===== src/design/escape_time_fractal_unit_assert.svh =====
// Assertion helpers for the escape-time unit; clocked on clk, off while arst_n is low.
`ifndef ESCAPE_TIME_FRACTAL_UNIT_ASSERT_SVH
`define ESCAPE_TIME_FRACTAL_UNIT_ASSERT_SVH
`ifndef SYNTHESIS
`define ETF_ASSERT_SAME(label, ante, cons, msg) \
	label: assert property (@(posedge clk) disable iff (!arst_n) (ante) |-> (cons)) else $error(msg);
`define ETF_ASSERT_NEXT(label, ante, cons, msg) \
	label: assert property (@(posedge clk) disable iff (!arst_n) (ante) |=> (cons)) else $error(msg);
`else
`define ETF_ASSERT_SAME(label, ante, cons, msg)
`define ETF_ASSERT_NEXT(label, ante, cons, msg)
`endif
`endif


===== src/design/etf_pkg.sv =====
package etf_pkg;

	localparam int COORD_WIDTH = 32;
	localparam int FRAC_BITS = 28;
	localparam int COUNT_WIDTH = 10;

	localparam int CFG_ADDR_WIDTH = 2;
	localparam int CFG_DATA_WIDTH = COORD_WIDTH;
	localparam int IN_TDATA_WIDTH = ((2 * COORD_WIDTH + 7) / 8) * 8;
	localparam int OUT_TDATA_WIDTH = ((COUNT_WIDTH + 1 + 7) / 8) * 8;

	typedef logic signed [COORD_WIDTH-1:0] coord_t;
	typedef logic signed [2*COORD_WIDTH-1:0] prod_t;
	typedef logic [COUNT_WIDTH-1:0] count_t;

	localparam coord_t FX_MAX = {1'b0, {(COORD_WIDTH-1){1'b1}}};
	localparam coord_t FX_MIN = {1'b1, {(COORD_WIDTH-1){1'b0}}};

	// 4.0, or the largest value when 4.0 does not fit the format
	localparam coord_t THRESHOLD = (FRAC_BITS + 2 < COORD_WIDTH - 1) ?
		coord_t'(longint'(4) << FRAC_BITS) : FX_MAX;

	localparam coord_t JULIA_C_REAL_RST = coord_t'(longint'(-187904819));
	localparam coord_t JULIA_C_IMAG_RST = coord_t'(longint'(72477573));
	localparam count_t MAX_ITER_RST = count_t'(100);

	typedef enum logic [CFG_ADDR_WIDTH-1:0] {
		REG_JULIA_MODE     = 2'd0,
		REG_JULIA_C_REAL   = 2'd1,
		REG_JULIA_C_IMAG   = 2'd2,
		REG_MAX_ITERATIONS = 2'd3
	} cfg_reg_t;

	typedef enum logic [1:0] {
		ST_IDLE,
		ST_MUL,
		ST_UPD,
		ST_DONE
	} state_t;

	typedef struct packed {
		logic load;
		logic mul;
		logic upd;
		logic out_load;
	} cmd_t;

	typedef struct packed {
		logic escape;
		logic last;
		logic zero_limit;
	} status_t;

endpackage


===== src/design/etf_ctrl.sv =====
module etf_ctrl (
	input  logic             clk,
	input  logic             arst_n,
	input  logic             s_tvalid,
	input  logic             m_tready,
	input  etf_pkg::status_t sts,
	output logic             s_tready,
	output logic             m_tvalid,
	output etf_pkg::cmd_t    cmd
);

	etf_pkg::state_t state_q, state_nxt;
	logic out_valid_q;
	logic out_free;

	assign out_free = !out_valid_q || m_tready;

	always_comb begin
		state_nxt = state_q;
		case (state_q)
			etf_pkg::ST_IDLE: begin
				if (s_tvalid)
					state_nxt = sts.zero_limit ? etf_pkg::ST_DONE : etf_pkg::ST_MUL;
			end
			etf_pkg::ST_MUL: begin
				state_nxt = etf_pkg::ST_UPD;
			end
			etf_pkg::ST_UPD: begin
				if (sts.escape || sts.last)
					state_nxt = etf_pkg::ST_DONE;
				else
					state_nxt = etf_pkg::ST_MUL;
			end
			etf_pkg::ST_DONE: begin
				if (out_free)
					state_nxt = etf_pkg::ST_IDLE;
			end
			default: begin
				state_nxt = etf_pkg::ST_IDLE;
			end
		endcase
	end

	always_comb begin
		cmd = '0;
		s_tready = 1'b0;
		case (state_q)
			etf_pkg::ST_IDLE: begin
				s_tready = 1'b1;
				cmd.load = s_tvalid;
			end
			etf_pkg::ST_MUL: begin
				cmd.mul = 1'b1;
			end
			etf_pkg::ST_UPD: begin
				cmd.upd = 1'b1;
			end
			etf_pkg::ST_DONE: begin
				cmd.out_load = out_free;
			end
			default: begin
				cmd = '0;
			end
		endcase
	end

	always_ff @(posedge clk or negedge arst_n) begin
		if (!arst_n) begin
			state_q <= etf_pkg::ST_IDLE;
			out_valid_q <= 1'b0;
		end else begin
			state_q <= state_nxt;
			if (cmd.out_load)
				out_valid_q <= 1'b1;
			else if (m_tready)
				out_valid_q <= 1'b0;
		end
	end

	assign m_tvalid = out_valid_q;

endmodule


===== config.mk =====
export PLATFORM = sky130hd
export DESIGN_NAME = etf_ctrl
export DESIGN_NICKNAME = d
export VERILOG_FILES = /design/src/design/escape_time_fractal_unit_assert.svh /design/src/design/etf_pkg.sv /design/src/design/etf_ctrl.sv
export SDC_FILE = /design/constraint.sdc
export NUM_CORES = 1
export LEC_CHECK = 0
export ABC_AREA = 1
export CORE_AREA = 2 2 39 41
export DETAILED_ROUTE_END_ITERATION = 10
export DIE_AREA = 0 0 41 43
export DONT_BUFFER_PORTS = 1
export HOLD_SLACK_MARGIN = 0.03
export PLACE_DENSITY = 0.32
export SLEW_MARGIN = 20
export SYNTH_ARGS = -nofsm -noshare
export SYNTH_HDL_FRONTEND = slang
export SYNTH_SLANG_ARGS = --single-unit

===== constraint.sdc =====
create_clock -name clk -period 1 [get_ports clk]
set_input_delay 0.2 -clock clk [delete_from_list [all_inputs] [get_ports clk]]
set_output_delay 0.2 -clock clk [all_outputs]
set_load 0.02 [all_outputs]

==> flow_metrics.py, run 1 <==
metrics = {
    "setup_path": {
        "crit_start": "state_q[1]$_DFFE_PN0P_",
        "cp_max_fo": 6,
        "cp_num_cells": 2,
        "cp_slowest_cell": "dfrtp_2",
        "r2r_slack_ns": 0.06,
        "critical_path.cell_chain": "nor3_2 -> buf_4",
        "start_kind": "flip-flop",
        "cpPeakStageDelay_ns": 0.45,
        "r2r_start": "state_q[0]$_DFFE_PN0P_",
        "critical_path.endpoint_type": "primary output",
        "crit_required_ns": 0.80,
        "r2r_cells": 4,
        "cp.arrival_ns": 1.00,
        "cp_num_buf_inv": 1,
        "crit_family": "flip-flops",
        "crit_type": "flip-flop to primary output",
    },
    "timing": {
        "min_period_ns": 1.201,
        "fin_crit_sh": 1.201,
        "max_slew_margin": 0.8702,
        "holdWs_ns": 0.08617,
        "fin_ws_ns": -0.2007,
        "tightest_slew_ns": 0.1947,
        "setup_viol": 5,
        "setup_tns_ns": -0.8703,
        "hold_viol": 0,
        "slew_violations": 0,
        "rsz0062_at_grt": "yes",
        "max_freq_mhz": 832.9,
        "clock_skew_ns": 0.001723,
    },
    "synth": {
        "synthMuxAreaShare": 0,
        "synth_area_leaders": "dfrtp_1 (43%), nand2_1 (20%), inv_1 (11%)",
        "synth-adder-area-share": 0,
        "synth_nets": 34,
        "postSynthAreaPerCell_sq_um": 6.395,
        "synth.top_cells.by_count": "nand2_1 (9), inv_1 (5), nor2_1 (4)",
        "synth_edf_count": 0,
        "ys_ff_latch": 3,
        "yosysWarnings": 0,
        "synthCells": 27,
        "synth_ff_type": "dfrtp_1",
        "synthDistinctLibCells": 9,
        "syn-cell-area_sq_um": 172.7,
        "synth_top_family_by_area": "simple AND/OR/NAND/NOR gates",
        "yosysMostFrequentCell": "nand2_1",
        "synth_top_cell_area_share": 0.4348,
        "synth-simple-area-share": 0.3768,
        "synth_xor_area_frac": 0,
        "synthArstFlopShare": 1.000,
        "synth_seq_area_share": 0.4348,
        "synth_compound_area_frac": 0.05797,
        "yosys.area.top_type": "dfrtp_1",
    },
    "place": {
        "dp.final_hpwl_um": 349.4,
        "port-buffer-count": 0,
        "gp_congestion": 0.5814,
        "place_ws_ns": -0.03173,
    },
    "run": {
        "drv_cap": 0,
    },
    "clocking": {
        "ctsHtreeMaxLevel": 1,
        "cts.clk_slew.worst_paths_ns": 0.04,
        "cts_tree": "built",
        "cts-root-buf": "clkbuf_4",
        "clk-insertion-delay-late_ns": 0.23,
        "cts-buffers-inserted": 3,
        "cts.path.max_buffers": 2,
        "postCtsSetupRepairBufs": 0,
        "cts.sinks": 3,
    },
    "final_layout": {
        "area_growth_pct": 76.09,
        "final_layout_size_suffix_gt1_frac": 0.4595,
        "fillers": 164,
        "nets": 45,
        "utilization": 0.2197,
        "n_antenna_cell": 0,
    },
    "die": {
        "chipHeight_um": 43,
        "rows": 14,
        "io_pins": 13,
        "start_util": 0.1248,
        "die_w_um": 41,
        "coreArea_sq_um": 1384,
        "dieArea_sq_um": 1763,
    },
    "power_and_ir_drop": {
        "power.density_nw_per_um2": 3734,
        "ir_drop_mv": 0.8224,
        "cellLeakagePower_uw": 0.0001534,
    },
    "global_routing": {
        "grt_pass1_wl_um": 683,
        "overflow": 0,
        "grt_start_max_net_pins": 8,
        "grt_pass1_vias": 185,
        "antenna_found_initial": 0,
        "grt_usage": 0.06131,
    },
    "detailed_routing": {
        "dr_wl_met2_um": 260,
        "drcViolationCount": 0,
        "highest_layer": "met3",
        "routed-wl-met3_um": 19,
        "num_vias": 189,
        "wirelength_um": 421,
        "drtPass1Iterations": 2,
        "ant_nets": 0,
        "vias_per_cell": 3.566,
        "met1Wirelength_um": 142,
        "wl_per_cell_um": 7.943,
        "drt_iter0_drc": 1,
    },
    "status": {
        "failed_checks": "setup timing",
        "status": "finished with violations",
    },
    "min_path": {
        "worstHoldStart": "m_tready",
        "worstHoldPathCells": 1,
        "hp-class": "input pin to flip-flop",
    },
}
## cells in the final DEF (no fill, tap or decap)
master and instances:
inv_2 2, nor2_1 1, buf_6 2, nor2_4 3, dlygate4sd3_1 1, clkbuf_1 1
dfrtp_2 2, o21ai_0 2, clkbuf_4 3, nor3_2 1, dfrtp_1 1, inv_1 4
nand3_1 1, buf_4 3, nor2_2 1, nand2_1 9
## per-layer routing
layer	up-vias	global-route usage
met5	-	0
met4	0	0.06000
met3	0	0.03141
met2	4	0.09063
met1	86	0.05484
li1	99	-
## worst paths after layout
| check | endpoint |
|---|---|
| max | cmd[3] |
| min | m_tvalid$_DFFE_PN0P_ |
| max reg2reg | state_q[1]$_DFFE_PN0P_ |
| min reg2reg | m_tvalid$_DFFE_PN0P_ |
| max in group asynchronous | state_q[1]$_DFFE_PN0P_ |
| min in group asynchronous | state_q[0]$_DFFE_PN0P_ |
## worst reg2reg max path: cells and delay by family, from the launching register on
| family | cells | cell delay, ns |
|---|---|---|
| compound gates | 1 | 0.18 |
| flops | 1 | 0.47 |
| simple gates | 3 | 0.17 |
## metrics by stage
| stage | total power (uW) | cells | instance area, sq um |
|---|---|---|---|
| after floorplan | 623.4 | 27 | 182.7 |
| after global placement | 816.5 | 48 | 240.2 |
| after detailed placement | 822.2 | 48 | 240.2 |
| after CTS | 1108 | 53 | 292.8 |
| after global routing | 1232 | 53 | 304.0 |
| final | 1135 | 53 | 304.0 |
## final cells by class
class,instances,area [sq um],share of cell area
Tap cell,16,20.02,0.06584
Inverter,6,22.52,0.07407
Sequential cell,3,77.57,0.2551
Multi-Input combinational cell,18,102.6,0.3374
Clock buffer,4,26.28,0.08642
Timing Repair Buffer,6,55.05,0.1811
## flip-flops by register name (all words and copies together), names as in the netlist
signal and cells:
m_tvalid 1, state_q 2
## cells by family after synthesis
group | after synthesis
AOI/OAI and AO/OA | 2
buffers and inverters | 6
DFF | 3
and+or+nand+nor | 16
## where the power goes
part | internal (uW) | switching, uW | leakage [uW]
clock network | 149 | 61.1 | 0.0000150
logic | 259 | 351 | 0.000104
registers | 193 | 121 | 0.0000339
total | 602 | 534 | 0.000153
## repair_timing
item / 4_1_cts / 5_1_grt
hold endpoints to repair: 3 / 0
setup endpoints to repair: 5 / 6
pin swaps: 2 / 1
gates resized for setup: 5 / 4
hold buffers: 1 / 0
Note: power is estimated with default switching activity, not from simulation.
==> inputs of run 2 (changes only) <==
CTS_BUF_LIST = sky130_fd_sc_hd__clkbuf_4   (was not set)
SLEW_MARGIN = 10   (was 20)
clock period = 1.4 ns   (was 1 ns; I/O delays follow)
==> run 2 against run 1 <==
Effect of this change: the run now ends clean; highest routed layer unchanged; core utilization is 2.6 points lower; count of clock-buffer cells in the layout stayed put; final cell count is 1.9% lower; design area is 12% lower; first-iteration DRC count stayed put; total power is 37% lower; via count is 4.8% lower.
==> flow_metrics.py, run 2 (synthesis results as in run 1) <==
metrics = {
    "min_path": {
        "hp-class": "input pin to flip-flop",
        "worstHoldPathCells": 1,
    },
    "final_layout": {
        "most-common-layout-cells": "nand2_1 (9), inv_1 (5), clkbuf_4 (4), buf_4 (4), nor2_1 (3)",
        "final_common_cell": "nand2_1",
        "nets": 44,
        "fin_cells": 52,
        "utilization": 0.1935,
        "area_growth_pct": 55.07,
        "regMostFlops": "state_q",
        "largest_reg_flops": 2,
        "stdcell_area_sq_um": 267.8,
        "n_antenna_cell": 0,
        "fillers": 160,
        "final_layout_size_suffix_gt1_frac": 0.3611,
    },
    "detailed_routing": {
        "wl_per_cell_um": 7.731,
        "vias_per_cell": 3.462,
        "num_vias": 180,
        "drt_iter0_drc": 1,
        "drtPass1Iterations": 2,
        "wirelength_um": 402,
        "ant_nets": 0,
        "drcViolationCount": 0,
    },
    "die": {
        "dieArea_sq_um": 1763,
        "start_util": 0.1248,
        "chipHeight_um": 43,
        "io_pins": 13,
        "coreArea_sq_um": 1384,
        "rows": 14,
        "die_w_um": 41,
    },
    "power_and_ir_drop": {
        "p_int_uw": 391.0,
        "power.density_nw_per_um2": 2691,
        "p_sw_uw": 329.6,
        "combPwrFrac": 0.488,
        "switching_share": 0.4574,
        "cellLeakagePower_uw": 0.0001469,
        "p_seq_frac": 0.278,
        "pwr-share-clk": 0.234,
        "ir_drop_mv": 0.4686,
    },
    "place": {
        "dp.final_hpwl_um": 324,
        "gp_congestion": 0.5399,
        "dp_cells": 47,
        "port-buffer-count": 0,
        "dpl-instance-area_sq_um": 222.7,
    },
    "clocking": {
        "cts_tree": "built",
        "postCtsSetupRepairBufs": 0,
        "cts-root-buf": "clkbuf_4",
        "clk-insertion-delay-late_ns": 0.23,
        "cts.sinks": 3,
        "cts.clk_slew.worst_paths_ns": 0.03,
        "cts-buffers-inserted": 3,
        "cts.path.max_buffers": 2,
        "ctsHtreeMaxLevel": 1,
    },
    "timing": {
        "clock_skew_ns": 0.0009697,
        "min_period_ns": 1.304,
        "rsz0062_at_grt": "no",
        "max_slew_margin": 0.8168,
        "fin_crit_sh": 0.9311,
        "hold_viol": 0,
        "max_freq_mhz": 767.1,
        "setup_tns_ns": 0,
        "setup_viol": 0,
        "tightest_slew_ns": 0.2744,
        "slew_violations": 0,
    },
    "setup_path": {
        "critical_path.cell_chain": "nor3_1 -> buf_4",
        "r2r_cells": 5,
        "cp_slowest_cell": "dfrtp_2",
        "cpPeakStageDelay_ns": 0.44,
        "reg2reg_to": "state_q[1]$_DFFE_PN0P_",
        "cp.arrival_ns": 1.02,
        "crit_start": "state_q[0]$_DFFE_PN0P_",
        "r2r_start": "state_q[0]$_DFFE_PN0P_",
        "cp_max_fo": 7,
        "start_kind": "flip-flop",
        "critical_path.endpoint_type": "primary output",
        "crit_type": "flip-flop to primary output",
        "crit_required_ns": 1.12,
        "r2r_slack_ns": 0.38,
        "crit_end": "cmd[3]",
    },
    "global_routing": {
        "grt_pass1_wl_um": 683,
        "grt_usage": 0.06237,
        "overflow": 0,
        "antenna_found_initial": 0,
        "grt_pass1_vias": 177,
        "grt_start_max_net_pins": 8,
    },
    "run": {
        "drv_cap": 0,
    },
    "status": {
        "status": "finished clean",
    },
}
## run 2: power by group through the flow
stage	Combinational, uW	Clock, uW	Sequential [uW]
global placement	348	0	187
detailed placement	347	0	192
finish	352	169	200
floorplan	225	0	198
global route	392	191	212
CTS	352	179	191
## run 2: worst min-delay path by stage
stage	from	endpoint	slack (ns)
after detailed placement	arst_n	m_tvalid$_DFFE_PN0P_	-0.02
after global routing	m_tready	m_tvalid$_DFFE_PN0P_	0.18
after floorplan	arst_n	m_tvalid$_DFFE_PN0P_	-0.02
after global placement	arst_n	m_tvalid$_DFFE_PN0P_	-0.02
after CTS	m_tready	m_tvalid$_DFFE_PN0P_	0.15
final	m_tready	m_tvalid$_DFFE_PN0P_	0.16
## run 2: layout make-up
| class | instances | area (sq um) | share of cell area |
|---|---|---|---|
| tap | 16 | 20.02 | 0.07477 |
| multi-input combinational | 18 | 77.57 | 0.2897 |
| sequential | 3 | 77.57 | 0.2897 |
| timing repair buffer | 5 | 40.04 | 0.1495 |
| inverter | 6 | 22.52 | 0.08411 |
| clock buffer | 4 | 30.03 | 0.1121 |
## run 2: repair_timing
item,CTS,global route
hold buffers,1,0
endpoints found under the hold margin,3,0
setup endpoints to repair,0,2
resized for setup,0,3
## run 2: metal layers
layer / vias to the layer above / wire length, um / global-route usage
met5: - / 0 / 0
met4: 0 / 0 / 0.08000
met3: 0 / 5 / 0.01571
met2: 2 / 270 / 0.09688
met1: 82 / 126 / 0.05178
li1: 96 / - / -
## run 2: critical path: cells and delay by family (launching register included)
family / cells / cell delay, ns
simple gates: 1 / 0.19
flops: 1 / 0.44
buf+inv: 1 / 0.17
## run 2: through the flow
step / power [uW] / hold slack, ns / setup WS, ns
6_report: 720.6 / 0.1609 / 0.09645
5_1_grt: 795.6 / 0.1800 / 0.03480
4_1_cts: 722.2 / 0.1539 / 0.02817
3_3_place_gp: 534.2 / -0.01551 / 0.3136
2_1_floorplan: 423.1 / -0.01559 / 0.1781
3_5_place_dp: 539.7 / -0.01552 / 0.2846
==> inputs of run 3 (changes only) <==
ABC_AREA = not set   (was 1)
PLACE_DENSITY = not set   (was 0.32)
PLACE_DENSITY_LB_ADDON = 0.15   (was not set)
==> run 3 against run 2 <==
Effect of this change: register-to-register slack lost 0.02 ns; synthesized cell count shrank 37%; via count is 14% lower; clock skew increased by 0.0016 ns; sequential power shrank 13%; core utilization fell by 1.4 points; area after synthesis decreased by 8.7%; wire length rose by 5.7%; worst setup slack got worse by 0.033 ns; flip-flop and latch count unchanged; largest power group unchanged; first-iteration DRC count grew 100%; combinational power decreased by 2%.
==> flow_metrics.py, run 3 <==
metrics = {
    "place": {
        "gp_congestion": 0.6258,
        "dp_cells": 37,
        "port-buffer-count": 0,
        "place_ws_ns": 0.3125,
        "dp.final_hpwl_um": 338.1,
    },
    "die": {
        "start_util": 0.1139,
        "rows": 14,
        "io_pins": 13,
        "die_w_um": 41,
        "chipHeight_um": 43,
        "dieArea_sq_um": 1763,
        "coreArea_sq_um": 1384,
    },
    "power_and_ir_drop": {
        "ir_drop_mv": 0.7148,
        "power.density_nw_per_um2": 2787,
        "cellLeakagePower_uw": 0.0001141,
    },
    "final_layout": {
        "nets": 34,
        "fin_cells": 42,
        "fillers": 172,
        "regMostFlops": "state_q",
        "most-common-layout-cells": "nor2_1 (4), clkbuf_4 (4), buf_4 (4)",
        "area_growth_pct": 57.14,
        "final_layout_size_suffix_gt1_frac": 0.4231,
        "largest_reg_flops": 2,
        "n_antenna_cell": 0,
    },
    "detailed_routing": {
        "vias_per_cell": 3.690,
        "ant_nets": 0,
        "drtPass1Iterations": 4,
        "wirelength_um": 425,
        "num_vias": 155,
        "drcViolationCount": 0,
        "drt_iter0_drc": 2,
        "wl_per_cell_um": 10.12,
    },
    "clocking": {
        "cts_tree": "built",
        "cts-buffers-inserted": 3,
        "cts-root-buf": "clkbuf_4",
        "cts.sinks": 3,
        "postCtsSetupRepairBufs": 0,
        "cts.path.max_buffers": 2,
        "cts.clk_slew.worst_paths_ns": 0.04,
        "ctsHtreeMaxLevel": 1,
        "clk-insertion-delay-late_ns": 0.23,
    },
    "global_routing": {
        "grt_pass1_wl_um": 634,
        "grt_start_max_net_pins": 7,
        "overflow": 0,
        "grt_pass1_vias": 177,
        "antenna_found_initial": 0,
        "grt_usage": 0.06319,
    },
    "synth": {
        "synth_area_leaders": "dfrtp_1 (48%), a221oi_2 (9.5%), nor2_1 (9.5%)",
        "syn-cell-area_sq_um": 157.7,
        "synth_nets": 24,
        "synth_ff_type": "dfrtp_1",
        "yosysMostFrequentCell": "nor2_1",
        "synth_top_cell_area_share": 0.4762,
        "postSynthAreaPerCell_sq_um": 9.274,
        "yosys.area.top_type": "dfrtp_1",
        "synthArstFlopShare": 1.000,
        "synth_edf_count": 0,
        "synthDistinctLibCells": 10,
        "yosysWarnings": 0,
        "synthCells": 17,
        "synth_seq_area_share": 0.4762,
        "ys_ff_latch": 3,
        "synth.top_cells.by_count": "nor2_1 (4), dfrtp_1 (3), nand2_1 (3)",
    },
    "setup_path": {
        "critical_path.cell_chain": "nor2_1 -> and2_1",
        "cp_num_cells": 2,
        "crit_start": "state_q[0]$_DFFE_PN0P_",
        "cp_max_fo": 5,
        "r2r_cells": 3,
        "start_kind": "flip-flop",
        "cpPeakStageDelay_ns": 0.41,
        "cp.arrival_ns": 1.06,
        "crit_family": "simple AND/OR/NAND/NOR gates",
        "r2r_start": "state_q[1]$_DFFE_PN0P_",
        "crit_required_ns": 1.12,
        "critical_path.endpoint_type": "primary output",
        "crit_type": "flip-flop to primary output",
        "r2r_slack_ns": 0.36,
        "crit_end": "cmd[3]",
        "reg2reg_to": "state_q[1]$_DFFE_PN0P_",
        "cp_slowest_cell": "dfrtp_1",
        "cp_num_buf_inv": 0,
    },
    "timing": {
        "setup_tns_ns": 0,
        "slew_violations": 0,
        "max_slew_margin": 0.8603,
        "rsz0062_at_grt": "no",
        "setup_viol": 0,
        "tightest_slew_ns": 0.2110,
        "clock_skew_ns": 0.002556,
        "fin_ws_ns": 0.06384,
        "min_period_ns": 1.336,
        "hold_viol": 0,
        "max_freq_mhz": 748.4,
        "fin_crit_sh": 0.9544,
    },
    "run": {
        "drv_cap": 0,
    },
    "min_path": {
        "hp-class": "input pin to flip-flop",
    },
    "status": {
        "status": "finished clean",
    },
}
[run 3: cells by family after synthesis]
logic type,Yosys count,synth area share
compound gates,2,0.1269
flops,3,0.4762
simple gates,12,0.3969
[run 3: area by class of cell]
cell class	instances	area (sq um)	area share
Multi-Input combinational cell	14	82.58	0.3333
Sequential cell	3	75.07	0.3030
Timing Repair Buffer	5	40.04	0.1616
Clock buffer	4	30.03	0.1212
Tap cell	16	20.02	0.08081
[run 3: per-layer routing]
layer / global-route usage / vias up / routed length (um)
li1: - / 72 / -
met1: 0.05769 / 75 / 143
met2: 0.06875 / 8 / 231
met3: 0.02618 / 0 / 50
met4: 0.1200 / 0 / 0
met5: 0 / - / 0
[run 3: per-stage QoR]
step / utilization / total power, uW / hold WS (ns) / instance area, sq um
2_1_floorplan: - / 397.8 / -0.01559 / 157.7
3_3_place_gp: 0.1501 / 519.5 / -0.01548 / 207.7
3_5_place_dp: 0.1501 / 519.6 / -0.01548 / 207.7
4_1_cts: 0.1790 / 710.7 / 0.1987 / 247.7
5_1_grt: 0.1790 / 742.9 / 0.2133 / 247.7
6_report: 0.1790 / 690.5 / 0.2071 / 247.7
[run 3: power by group]
| part | leakage (uW) | switching, uW | internal [uW] |
|---|---|---|---|
| combinational | 0.0000610 | 198 | 146 |
| sequential | 0.0000347 | 41.2 | 133 |
| clock | 0.0000184 | 47.0 | 126 |
| total | 0.000114 | 286 | 405 |
[run 3: what timing repair did]
item,in CTS,in global routing
hold buffers,1,0
hold endpoints to repair,3,0
resized for setup,0,0
[run 3: worst min path at each step]
stage | from | cells past startpoint | end | slack, ns
final | sts[0] | 2 | state_q[1]$_DFFE_PN0P_ | 0.21
after global routing | sts[0] | 2 | state_q[1]$_DFFE_PN0P_ | 0.21
after CTS | sts[0] | 2 | state_q[1]$_DFFE_PN0P_ | 0.20
after detailed placement | arst_n | 0 | state_q[0]$_DFFE_PN0P_ | -0.02
after global placement | arst_n | 0 | state_q[0]$_DFFE_PN0P_ | -0.02
after floorplan | arst_n | 0 | m_tvalid$_DFFE_PN0P_ | -0.02
